==> config.mk <==
export PLATFORM = sky130hd
export DESIGN_NAME = sorted_deque_list_flat
export DESIGN_NICKNAME = d
export VERILOG_FILES = /design/src/rtl/sdl_pkg.sv /design/src/rtl/sdl_in_if.sv /design/src/rtl/sdl_out_if.sv /design/src/rtl/sdl_dp.sv /design/src/rtl/sdl_ctrl.sv /design/src/rtl/sorted_deque_list.sv /design/src/flat_wrapper.sv
export SDC_FILE = /design/constraint.sdc
export NUM_CORES = 2
export LEC_CHECK = 0
export ABC_AREA = 0
export BUFFER_PORTS_ARGS = -buffer_cell sky130_fd_sc_hd__buf_2
export CAP_MARGIN = 5
export CORE_MARGIN = 5
export CORE_UTILIZATION = 45
export DETAILED_ROUTE_END_ITERATION = 12
export SKIP_LAST_GASP = 1
export SLEW_MARGIN = 40
export SYNTH_ARGS = -nofsm -noshare
export SYNTH_HDL_FRONTEND = slang
export SYNTH_SLANG_ARGS = --single-unit
==> constraint.sdc <==
create_clock -name clk -period 8.3 [get_ports clk]
set_input_delay 0 -clock clk [delete_from_list [all_inputs] [get_ports clk]]
set_output_delay 0 -clock clk [all_outputs]
set_load 0.05 [all_outputs]
==> src/rtl/sdl_pkg.sv <==
// Package for the sorted deque list: operation and status codes, controller states
// and the command bundle from the controller to the datapath. No dependencies.
`timescale 1ns / 1ps
package sdl_pkg;

	typedef enum logic [2:0] {
		MODE_PUSH_FRONT = 3'd0,
		MODE_PUSH_BACK  = 3'd1,
		MODE_INSERT     = 3'd2,
		MODE_POP_FRONT  = 3'd3,
		MODE_POP_BACK   = 3'd4,
		MODE_REMOVE     = 3'd5
	} mode_t;

	typedef enum logic [1:0] {
		STAT_OK        = 2'd0,
		STAT_FULL      = 2'd1,
		STAT_EMPTY     = 2'd2,
		STAT_NOT_FOUND = 2'd3
	} status_t;

	typedef enum logic [1:0] {
		ST_IDLE,
		ST_CMP,
		ST_UPD
	} state_t;

	typedef struct packed {
		logic load;
		logic compare;
		logic commit;
	} sdl_ctl_t;

endpackage

==> src/rtl/sdl_in_if.sv <==
// Request channel of the sorted deque list: one operation and its value per beat.
// No dependencies.
`timescale 1ns / 1ps
interface sdl_in_if;
	logic              valid;
	logic              ready;
	logic [2:0]        mode;
	logic signed [31:0] item_value;

	modport source (output valid, output mode, output item_value, input ready);
	modport sink (input valid, input mode, input item_value, output ready);
endinterface

==> src/rtl/sdl_out_if.sv <==
// Response channel of the sorted deque list: status, removed value and count per beat.
// No dependencies.
`timescale 1ns / 1ps
interface sdl_out_if #(
	parameter int CNT_W = 5
);
	logic               valid;
	logic               ready;
	logic [1:0]         status;
	logic signed [31:0] removed_value;
	logic [CNT_W-1:0]   entry_count;

	modport source (output valid, output status, output removed_value, output entry_count,
		input ready);
	modport sink (input valid, input status, input removed_value, input entry_count,
		output ready);
endinterface

==> src/rtl/sdl_dp.sv <==
// Datapath of the sorted deque list: the row of value cells, per-cell compares,
// position search by parallel prefix and the shift update. Depends on sdl_pkg.
`timescale 1ns / 1ps
module sdl_dp import sdl_pkg::*; #(
	parameter int DEPTH = 16,
	parameter int CNT_W = 5
) (
	input  logic                     clk,
	input  logic                     arst_n,
	input  sdl_ctl_t                 ctl,
	input  logic [2:0]               mode,
	input  logic signed [31:0]       item_value,
	output logic [1:0]               status,
	output logic signed [31:0]       removed_value,
	output logic [CNT_W-1:0]         entry_count
);

	localparam int LVLS = (DEPTH > 1) ? $clog2(DEPTH) : 1;

	function automatic logic [DEPTH-1:0] prefix_or(input logic [DEPTH-1:0] v);
		logic [DEPTH-1:0] p;
		p = v;
		for (int l = 0; l < LVLS; l++) begin
			p = p | (p << (1 << l));
		end
		return p;
	endfunction

	function automatic logic [DEPTH-1:0] first_one(input logic [DEPTH-1:0] v);
		return v & ~(prefix_or(v) << 1);
	endfunction

	logic [2:0]               mode_q;
	logic signed [31:0]       value_q;
	logic signed [31:0]       cells_q [DEPTH];
	logic signed [31:0]       cells_d [DEPTH];
	logic [CNT_W-1:0]         count_q;
	logic [CNT_W-1:0]         count_d;
	logic [DEPTH-1:0]         lt_s1;
	logic [DEPTH-1:0]         eq_s1;
	logic [1:0]               status_q;
	logic signed [31:0]       removed_q;

	logic [DEPTH-1:0]         valid_vec;
	logic [DEPTH-1:0]         at_cnt;
	logic [DEPTH-1:0]         is_back;
	logic [DEPTH-1:0]         ins_pos;
	logic [DEPTH-1:0]         rem_pos;
	logic [DEPTH-1:0]         after_ins;
	logic [DEPTH-1:0]         from_rem;
	logic                     do_ins;
	logic                     do_rem;
	logic                     full;
	logic                     empty;
	logic                     back_lt;
	logic                     back_eq;
	logic [1:0]               status_d;
	logic signed [31:0]       removed_d;

	always_comb begin
		for (int i = 0; i < DEPTH; i++) begin
			valid_vec[i] = CNT_W'(i) < count_q;
			at_cnt[i]    = count_q == CNT_W'(i);
			is_back[i]   = count_q == CNT_W'(i + 1);
		end
	end

	assign full    = count_q == CNT_W'(DEPTH);
	assign empty   = count_q == '0;
	assign back_lt = |(is_back & lt_s1);
	assign back_eq = |(is_back & eq_s1);

	always_comb begin
		ins_pos  = '0;
		rem_pos  = '0;
		do_ins   = 1'b0;
		do_rem   = 1'b0;
		status_d = STAT_OK;
		unique case (mode_q)
			MODE_PUSH_FRONT, MODE_PUSH_BACK, MODE_INSERT: begin
				if (full) begin
					status_d = STAT_FULL;
				end else begin
					do_ins = 1'b1;
					if (mode_q == MODE_PUSH_FRONT || empty) begin
						ins_pos[0] = 1'b1;
					end else if (mode_q == MODE_PUSH_BACK) begin
						ins_pos = at_cnt;
					end else if (!lt_s1[0]) begin
						ins_pos[0] = 1'b1;
					end else if (back_lt) begin
						ins_pos = at_cnt;
					end else begin
						ins_pos = first_one(~lt_s1 & valid_vec);
					end
				end
			end
			MODE_POP_FRONT, MODE_POP_BACK, MODE_REMOVE: begin
				if (empty) begin
					status_d = STAT_EMPTY;
				end else if (mode_q == MODE_POP_FRONT) begin
					do_rem     = 1'b1;
					rem_pos[0] = 1'b1;
				end else if (mode_q == MODE_POP_BACK) begin
					do_rem  = 1'b1;
					rem_pos = is_back;
				end else if (eq_s1[0]) begin
					do_rem     = 1'b1;
					rem_pos[0] = 1'b1;
				end else if (back_eq) begin
					do_rem  = 1'b1;
					rem_pos = is_back;
				end else begin
					rem_pos = first_one(eq_s1 & valid_vec);
					do_rem  = |rem_pos;
					if (!do_rem) begin
						status_d = STAT_NOT_FOUND;
					end
				end
			end
			default: begin
			end
		endcase
	end

	assign after_ins = prefix_or(ins_pos) << 1;
	assign from_rem  = prefix_or(rem_pos);

	always_comb begin
		removed_d = '0;
		for (int i = 0; i < DEPTH; i++) begin
			if (rem_pos[i]) begin
				removed_d = removed_d | cells_q[i];
			end
		end
	end

	always_comb begin
		for (int i = 0; i < DEPTH; i++) begin
			cells_d[i] = cells_q[i];
			if (do_ins) begin
				if (ins_pos[i]) begin
					cells_d[i] = value_q;
				end else if (after_ins[i] && i > 0) begin
					cells_d[i] = cells_q[(i > 0) ? i - 1 : 0];
				end
			end else if (do_rem && from_rem[i] && i < DEPTH - 1) begin
				cells_d[i] = cells_q[(i < DEPTH - 1) ? i + 1 : i];
			end
		end
	end

	always_comb begin
		count_d = count_q;
		if (do_ins) begin
			count_d = count_q + 1'b1;
		end else if (do_rem) begin
			count_d = count_q - 1'b1;
		end
	end

	always_ff @(posedge clk or negedge arst_n) begin
		if (!arst_n) begin
			count_q <= '0;
		end else if (ctl.commit) begin
			count_q <= count_d;
		end
	end

	always_ff @(posedge clk) begin
		if (ctl.load) begin
			mode_q  <= mode;
			value_q <= item_value;
		end
		if (ctl.compare) begin
			for (int i = 0; i < DEPTH; i++) begin
				lt_s1[i] <= cells_q[i] < value_q;
				eq_s1[i] <= cells_q[i] == value_q;
			end
		end
		if (ctl.commit) begin
			cells_q   <= cells_d;
			status_q  <= status_d;
			removed_q <= removed_d;
		end
	end

	assign status        = status_q;
	assign removed_value = removed_q;
	assign entry_count   = count_q;

	a_count_bound: assert property (@(posedge clk) disable iff (!arst_n)
		count_q <= CNT_W'(DEPTH))
		else $error("entry count exceeds depth");

	a_count_hold: assert property (@(posedge clk) disable iff (!arst_n)
		!ctl.commit |=> $stable(count_q))
		else $error("entry count changed outside an update");

endmodule

==> src/rtl/sdl_ctrl.sv <==
// Controller of the sorted deque list: sequences load, compare and update for each
// request and holds the response valid flag. Depends on sdl_pkg.
`timescale 1ns / 1ps
module sdl_ctrl import sdl_pkg::*; (
	input  logic     clk,
	input  logic     arst_n,
	input  logic     in_valid,
	output logic     in_ready,
	output logic     out_valid,
	input  logic     out_ready,
	output sdl_ctl_t ctl
);

	state_t state_q;
	state_t state_d;
	logic   out_valid_q;
	logic   out_free;

	assign out_free = !out_valid_q || out_ready;

	always_comb begin
		state_d = state_q;
		unique case (state_q)
			ST_IDLE: begin
				if (in_valid) begin
					state_d = ST_CMP;
				end
			end
			ST_CMP: begin
				state_d = ST_UPD;
			end
			ST_UPD: begin
				if (out_free) begin
					state_d = ST_IDLE;
				end
			end
			default: begin
				state_d = ST_IDLE;
			end
		endcase
	end

	always_comb begin
		ctl         = '0;
		in_ready    = 1'b0;
		unique case (state_q)
			ST_IDLE: begin
				in_ready = 1'b1;
				ctl.load = in_valid;
			end
			ST_CMP: begin
				ctl.compare = 1'b1;
			end
			ST_UPD: begin
				ctl.commit = out_free;
			end
			default: begin
			end
		endcase
	end

	always_ff @(posedge clk or negedge arst_n) begin
		if (!arst_n) begin
			state_q     <= ST_IDLE;
			out_valid_q <= 1'b0;
		end else begin
			state_q <= state_d;
			if (ctl.commit) begin
				out_valid_q <= 1'b1;
			end else if (out_ready) begin
				out_valid_q <= 1'b0;
			end
		end
	end

	assign out_valid = out_valid_q;

	a_load_then_cmp: assert property (@(posedge clk) disable iff (!arst_n)
		ctl.load |=> ctl.compare)
		else $error("compare did not follow a load");

	a_commit_shows: assert property (@(posedge clk) disable iff (!arst_n)
		ctl.commit |=> out_valid_q && !in_ready || out_valid_q)
		else $error("update did not raise the response");

endmodule

==> src/rtl/sorted_deque_list.sv <==
// Top level of the sorted deque list: joins the controller and the datapath to the
// request and response channels. Depends on sdl_pkg, sdl_in_if, sdl_out_if, sdl_ctrl, sdl_dp.
//
// A bounded list of up to DEPTH signed 32-bit values that works as a deque and as an
// ordered list. Each request beat carries a mode and a value and yields exactly one
// response beat with a status, the value taken out and the entry count afterward. A
// request is captured first; then every cell compares its value with the request value
// in parallel; then the position is found and all cells shift together in the update.
// The next request is taken as soon as the update is done, even while the previous
// response still waits; the update waits only while the response register is full and
// is not being taken.
`timescale 1ns / 1ps
module sorted_deque_list import sdl_pkg::*; #(
	parameter int DEPTH = 16,
	parameter int CNT_W = 5
) (
	input  logic      clk,
	input  logic      arst_n,
	sdl_in_if.sink    cmd,
	sdl_out_if.source rsp
);

	sdl_ctl_t ctl;

	sdl_ctrl u_ctrl (
		.clk       (clk),
		.arst_n    (arst_n),
		.in_valid  (cmd.valid),
		.in_ready  (cmd.ready),
		.out_valid (rsp.valid),
		.out_ready (rsp.ready),
		.ctl       (ctl)
	);

	sdl_dp #(
		.DEPTH (DEPTH),
		.CNT_W (CNT_W)
	) u_dp (
		.clk           (clk),
		.arst_n        (arst_n),
		.ctl           (ctl),
		.mode          (cmd.mode),
		.item_value    (cmd.item_value),
		.status        (rsp.status),
		.removed_value (rsp.removed_value),
		.entry_count   (rsp.entry_count)
	);

endmodule

==> src/flat_wrapper.sv <==
// flat-port wrapper written by rule: the top's interface ports become plain ports
module sorted_deque_list_flat import sdl_pkg::*;
#(
	parameter int DEPTH = 16,
	parameter int CNT_W = 5
)
  (clk, arst_n, cmd_valid, cmd_mode, cmd_item_value, cmd_ready, rsp_valid, rsp_status, rsp_removed_value, rsp_entry_count, rsp_ready);
  sdl_in_if cmd_i ();
  sdl_out_if #(.CNT_W(CNT_W)) rsp_i ();
  input  logic clk;
  input  logic arst_n;
  input wire logic [$bits(cmd_i.valid)-1:0] cmd_valid;
  input wire logic [$bits(cmd_i.mode)-1:0] cmd_mode;
  input wire logic [$bits(cmd_i.item_value)-1:0] cmd_item_value;
  output wire logic [$bits(cmd_i.ready)-1:0] cmd_ready;
  output wire logic [$bits(rsp_i.valid)-1:0] rsp_valid;
  output wire logic [$bits(rsp_i.status)-1:0] rsp_status;
  output wire logic [$bits(rsp_i.removed_value)-1:0] rsp_removed_value;
  output wire logic [$bits(rsp_i.entry_count)-1:0] rsp_entry_count;
  input wire logic [$bits(rsp_i.ready)-1:0] rsp_ready;
  assign cmd_i.valid = cmd_valid;
  assign cmd_i.mode = cmd_mode;
  assign cmd_i.item_value = cmd_item_value;
  assign cmd_ready = cmd_i.ready;
  assign rsp_valid = rsp_i.valid;
  assign rsp_status = rsp_i.status;
  assign rsp_removed_value = rsp_i.removed_value;
  assign rsp_entry_count = rsp_i.entry_count;
  assign rsp_i.ready = rsp_ready;
  sorted_deque_list #(.DEPTH(DEPTH), .CNT_W(CNT_W)) u_core (.clk(clk), .arst_n(arst_n), .cmd(cmd_i), .rsp(rsp_i));
endmodule
==> results.sh <==
export IMPL_leakage_nw=19.2
export IMPL_cp_depth=11
export IMPL_critPathTopFamily="simple AND/OR/NAND/NOR gates"
export IMPL_nNetsFinal=5302
export IMPL_synth_xor_area_frac=0.00136
export IMPL_final_antenna_net_count=0
export IMPL_rrSetupSlack_ps=2490
export IMPL_rsz0062_at_grt="false"
export IMPL_grt_overflow_total=0
export IMPL_drt_total_wl_um=198000
export IMPL_vias=40862
export IMPL_drt_iter0_drc=6350
export IMPL_synth_compound_area_frac=0.203
export IMPL_syn_area_mm2=0.0451
export IMPL_netlist_cell_type_count=99
export IMPL_slowest_stage="dfrtp_1"
export IMPL_finalCriticalPeriod_ps=5810
export IMPL_final_util=0.504
export IMPL_synth_top_family_by_area="compound AO/OA/AOI/OAI gates"
export IMPL_layout_commonest_cell="nand2_1"
export IMPL_dp_hpwl_um=140000
export IMPL_timing_fmax_mhz=172
export IMPL_die_width_um=327
export IMPL_initial_core_util=0.452
export IMPL_h_tree_depth=3
export IMPL_grt_usage=0.357
export IMPL_setup_viol=0
export IMPL_first_pass_iters=9
export IMPL_hold_class="input pin to flip-flop"
export IMPL_avgSynthCellArea_um2=9.55
export IMPL_crit_buf_inv=1
export IMPL_crit_type="flip-flop to flip-flop"
export IMPL_r2r_start="u_core.u_dp.entry_count[1]$_DFFE_PN0P_"
export IMPL_finalInstanceArea_mm2=0.0503
export IMPL_grt_pass1_vias=37721
export IMPL_clock_skew_ps=42.3
export IMPL_worstPathRequired_ps=8610
export IMPL_power_density_mw_per_mm2=251
export IMPL_postCtsSetupBuffers=0
export IMPL_placed_area_mm2=0.0474
export IMPL_muxShareOfSynthArea=0.0492
export IMPL_synth_edf_count=613
export IMPL_clock_tree_buffer_depth=3
export IMPL_layout_drive_gt1_share=0.0858
export IMPL_finalHoldViolCount=0
export IMPL_slew_headroom=0.355
export IMPL_cp_arrival_ps=6120
export IMPL_regArea_mm2=0.0186
export IMPL_drv_slew=0
export IMPL_clk_latency_ps=680
export IMPL_drc_errors=0
export IMPL_cts_root_buf="clkbuf_16"
export IMPL_core_rowCount=116
export IMPL_critPathCaptureType="flip-flop"
export IMPL_path_clk_slew_ps=60
export IMPL_io_buffers=79
export IMPL_crit_chain="ha_1 -> nor4bb_1 -> a32oi_1 -> nand4_2 -> or3_1 -> mux2_4 -> nor2b_1 -> or4b_4 -> nand2b_1 -> a21oi_4 -> buf_4"
export IMPL_r2r_end="u_core.u_dp.cells_q[261]$_DFFE_PP_"
export IMPL_gp_congestion=0.995
export IMPL_ys_warn_count=0
export IMPL_synthSimpleGateAreaFrac=0.156
export IMPL_core_area_mm2=0.0999
export IMPL_ys_flop_type="edfxtp_1"
export IMPL_cts_resized=0
export IMPL_post_drt_via_cell_ratio=6.70
export IMPL_synth_nets=5280
export IMPL_multiInputGateArea_mm2=0.0255
export IMPL_max_stage_delay_ps=810
export IMPL_fin_tns_setup_ps=0
export IMPL_cts_buffers=77
export IMPL_wl_per_cell_um=32.4
export IMPL_critPathMaxFanout=31
export IMPL_worstRegToRegCells=11
export IMPL_synthAdderAreaFrac=0.143
export IMPL_endpoint="u_core.u_dp.cells_q[261]$_DFFE_PP_"
export IMPL_cp_startpoint="u_core.u_dp.entry_count[1]$_DFFE_PN0P_"
export IMPL_ys_seq_area_frac=0.413
export IMPL_grt_max_degree=166
export IMPL_layout_common_cells="632 x nand2_1, 613 x edfxtp_1, 517 x ha_1, 483 x o21ai_0, 368 x a21oi_1"
export IMPL_pin_count=80
export IMPL_synth_async_reset_ratio=0.0129
export IMPL_cap_violations=0
export IMPL_die_h_um=327
export IMPL_syn2layout_area_growth_pct=11.6
export IMPL_fin_crit_sh=0.700
export IMPL_antenna_found_initial=2
export IMPL_ys_ff_latch=621
export IMPL_worst_pin_slew_ps=966
export IMPL_syn_instance_count=4724
export IMPL_vdd_ir_drop_max_v=0.000194
export IMPL_fillers=9164
export IMPL_grt_pass1_wl_um=279000
export IMPL_status="complete, no violations"
export IMPL_holdWs_ps=44.2
export IMPL_die_area_mm2=0.107
export IMPL_cts_tree="yes"
export IMPL_cts_sinks=621
export IMPL_setup_worst_path_start_class="flip-flop"
==> cells by family after synthesis <==
logic type               Yosys count
buffers and inverters            364
AO/OA/AOI/OAI                   1489
flip-flops                       621
XOR/XNOR                           7
multiplexers                     218
AND/OR/NAND/NOR                 1508
adder cells (fa/ha/maj)          517
==> per-stage QoR <==
step           std cells  worst slack, ps  total power [W]
5_1_grt             6099             2390           0.0131
3_5_place_dp        5921             2640          0.00909
2_1_floorplan       4724             1740          0.00731
4_1_cts             6094             2670           0.0125
6_report            6101             2490           0.0126
3_3_place_gp        5914             2820          0.00901
==> state kept, by name, summed over array words and instances (netlist names) <==
| name | count |
|---|---|
| u_core.u_dp.cells_q | 512 |
| u_core.u_dp.removed_value | 32 |
| u_core.u_dp.value_q | 32 |
| u_core.u_dp.eq_s1 | 16 |
| u_core.u_dp.lt_s1 | 16 |
| u_core.u_dp.entry_count | 5 |
| u_core.u_dp.mode_q | 3 |
| u_core.u_ctrl.state_q | 2 |
| u_core.u_dp.status | 2 |
| u_core.u_ctrl.out_valid | 1 |
==> timing repair <==
item	4_1_cts	5_1_grt
endpoints found under the setup margin	0	0
endpoints found under the hold margin	57	0
hold buffers	39	0
==> final cells by class <==
type | count | share of cell area
Multi-Input combinational cell | 3739 | 0.506
Antenna cell | 2 | 0.0000994
Tap cell | 1298 | 0.0323
Clock inverter | 42 | 0.00835
Inverter | 66 | 0.00492
Timing Repair Buffer | 241 | 0.0388
Sequential cell | 621 | 0.370
Clock buffer | 92 | 0.0398
==> power breakdown <==
group / switching (W) / leakage, nW / internal, W
Combinational: 0.00314 / 12.3 / 0.00142
Clock: 0.00144 / 1.19 / 0.00196
Sequential: 0.000559 / 5.70 / 0.00411
Total: 0.00514 / 19.2 / 0.00750
==> routing by layer <==
metal / up-vias / track usage / wire, um
met1: 19529 / 0.489 / 77900
met5: - / 0 / 40
met2: 2786 / 0.525 / 83000
met3: 539 / 0.0771 / 22800
li1: 18006 / - / -
met4: 2 / 0.200 / 13800
==> Yosys cell counts, types with 71 or more instances <==
cell	count	area [um2]
nand2_1	635	2380
a21o_1	107	803
nor2b_1	71	444
a22oi_1	102	766
mux2i_1	210	2100
o21ai_0	489	2450
nand4_1	129	807
o21ai_1	93	465
edfxtp_1	613	18400
nor2_1	355	1330
ha_1	517	6470
clkbuf_1	202	758
a21oi_1	374	1870
nand3_1	77	385
==> worst min-delay path by stage <==
stage / from / endpoint / slack (ps) / depth (start not counted)
after CTS: cmd_item_value[14] / u_core.u_dp.value_q[14]$_DFFE_PP_ / 9 / 2
after global routing: cmd_mode[0] / u_core.u_dp.mode_q[0]$_DFFE_PP_ / 50 / 2
after floorplan: arst_n / u_core.u_ctrl.out_valid$_DFFE_PN0P_ / -300 / 0
final: cmd_mode[0] / u_core.u_dp.mode_q[0]$_DFFE_PP_ / 40 / 2
after global placement: arst_n / u_core.u_ctrl.out_valid$_DFFE_PN0P_ / -130 / 1
after detailed placement: arst_n / u_core.u_ctrl.out_valid$_DFFE_PN0P_ / -130 / 1
Power figures use the tool's default switching activity.
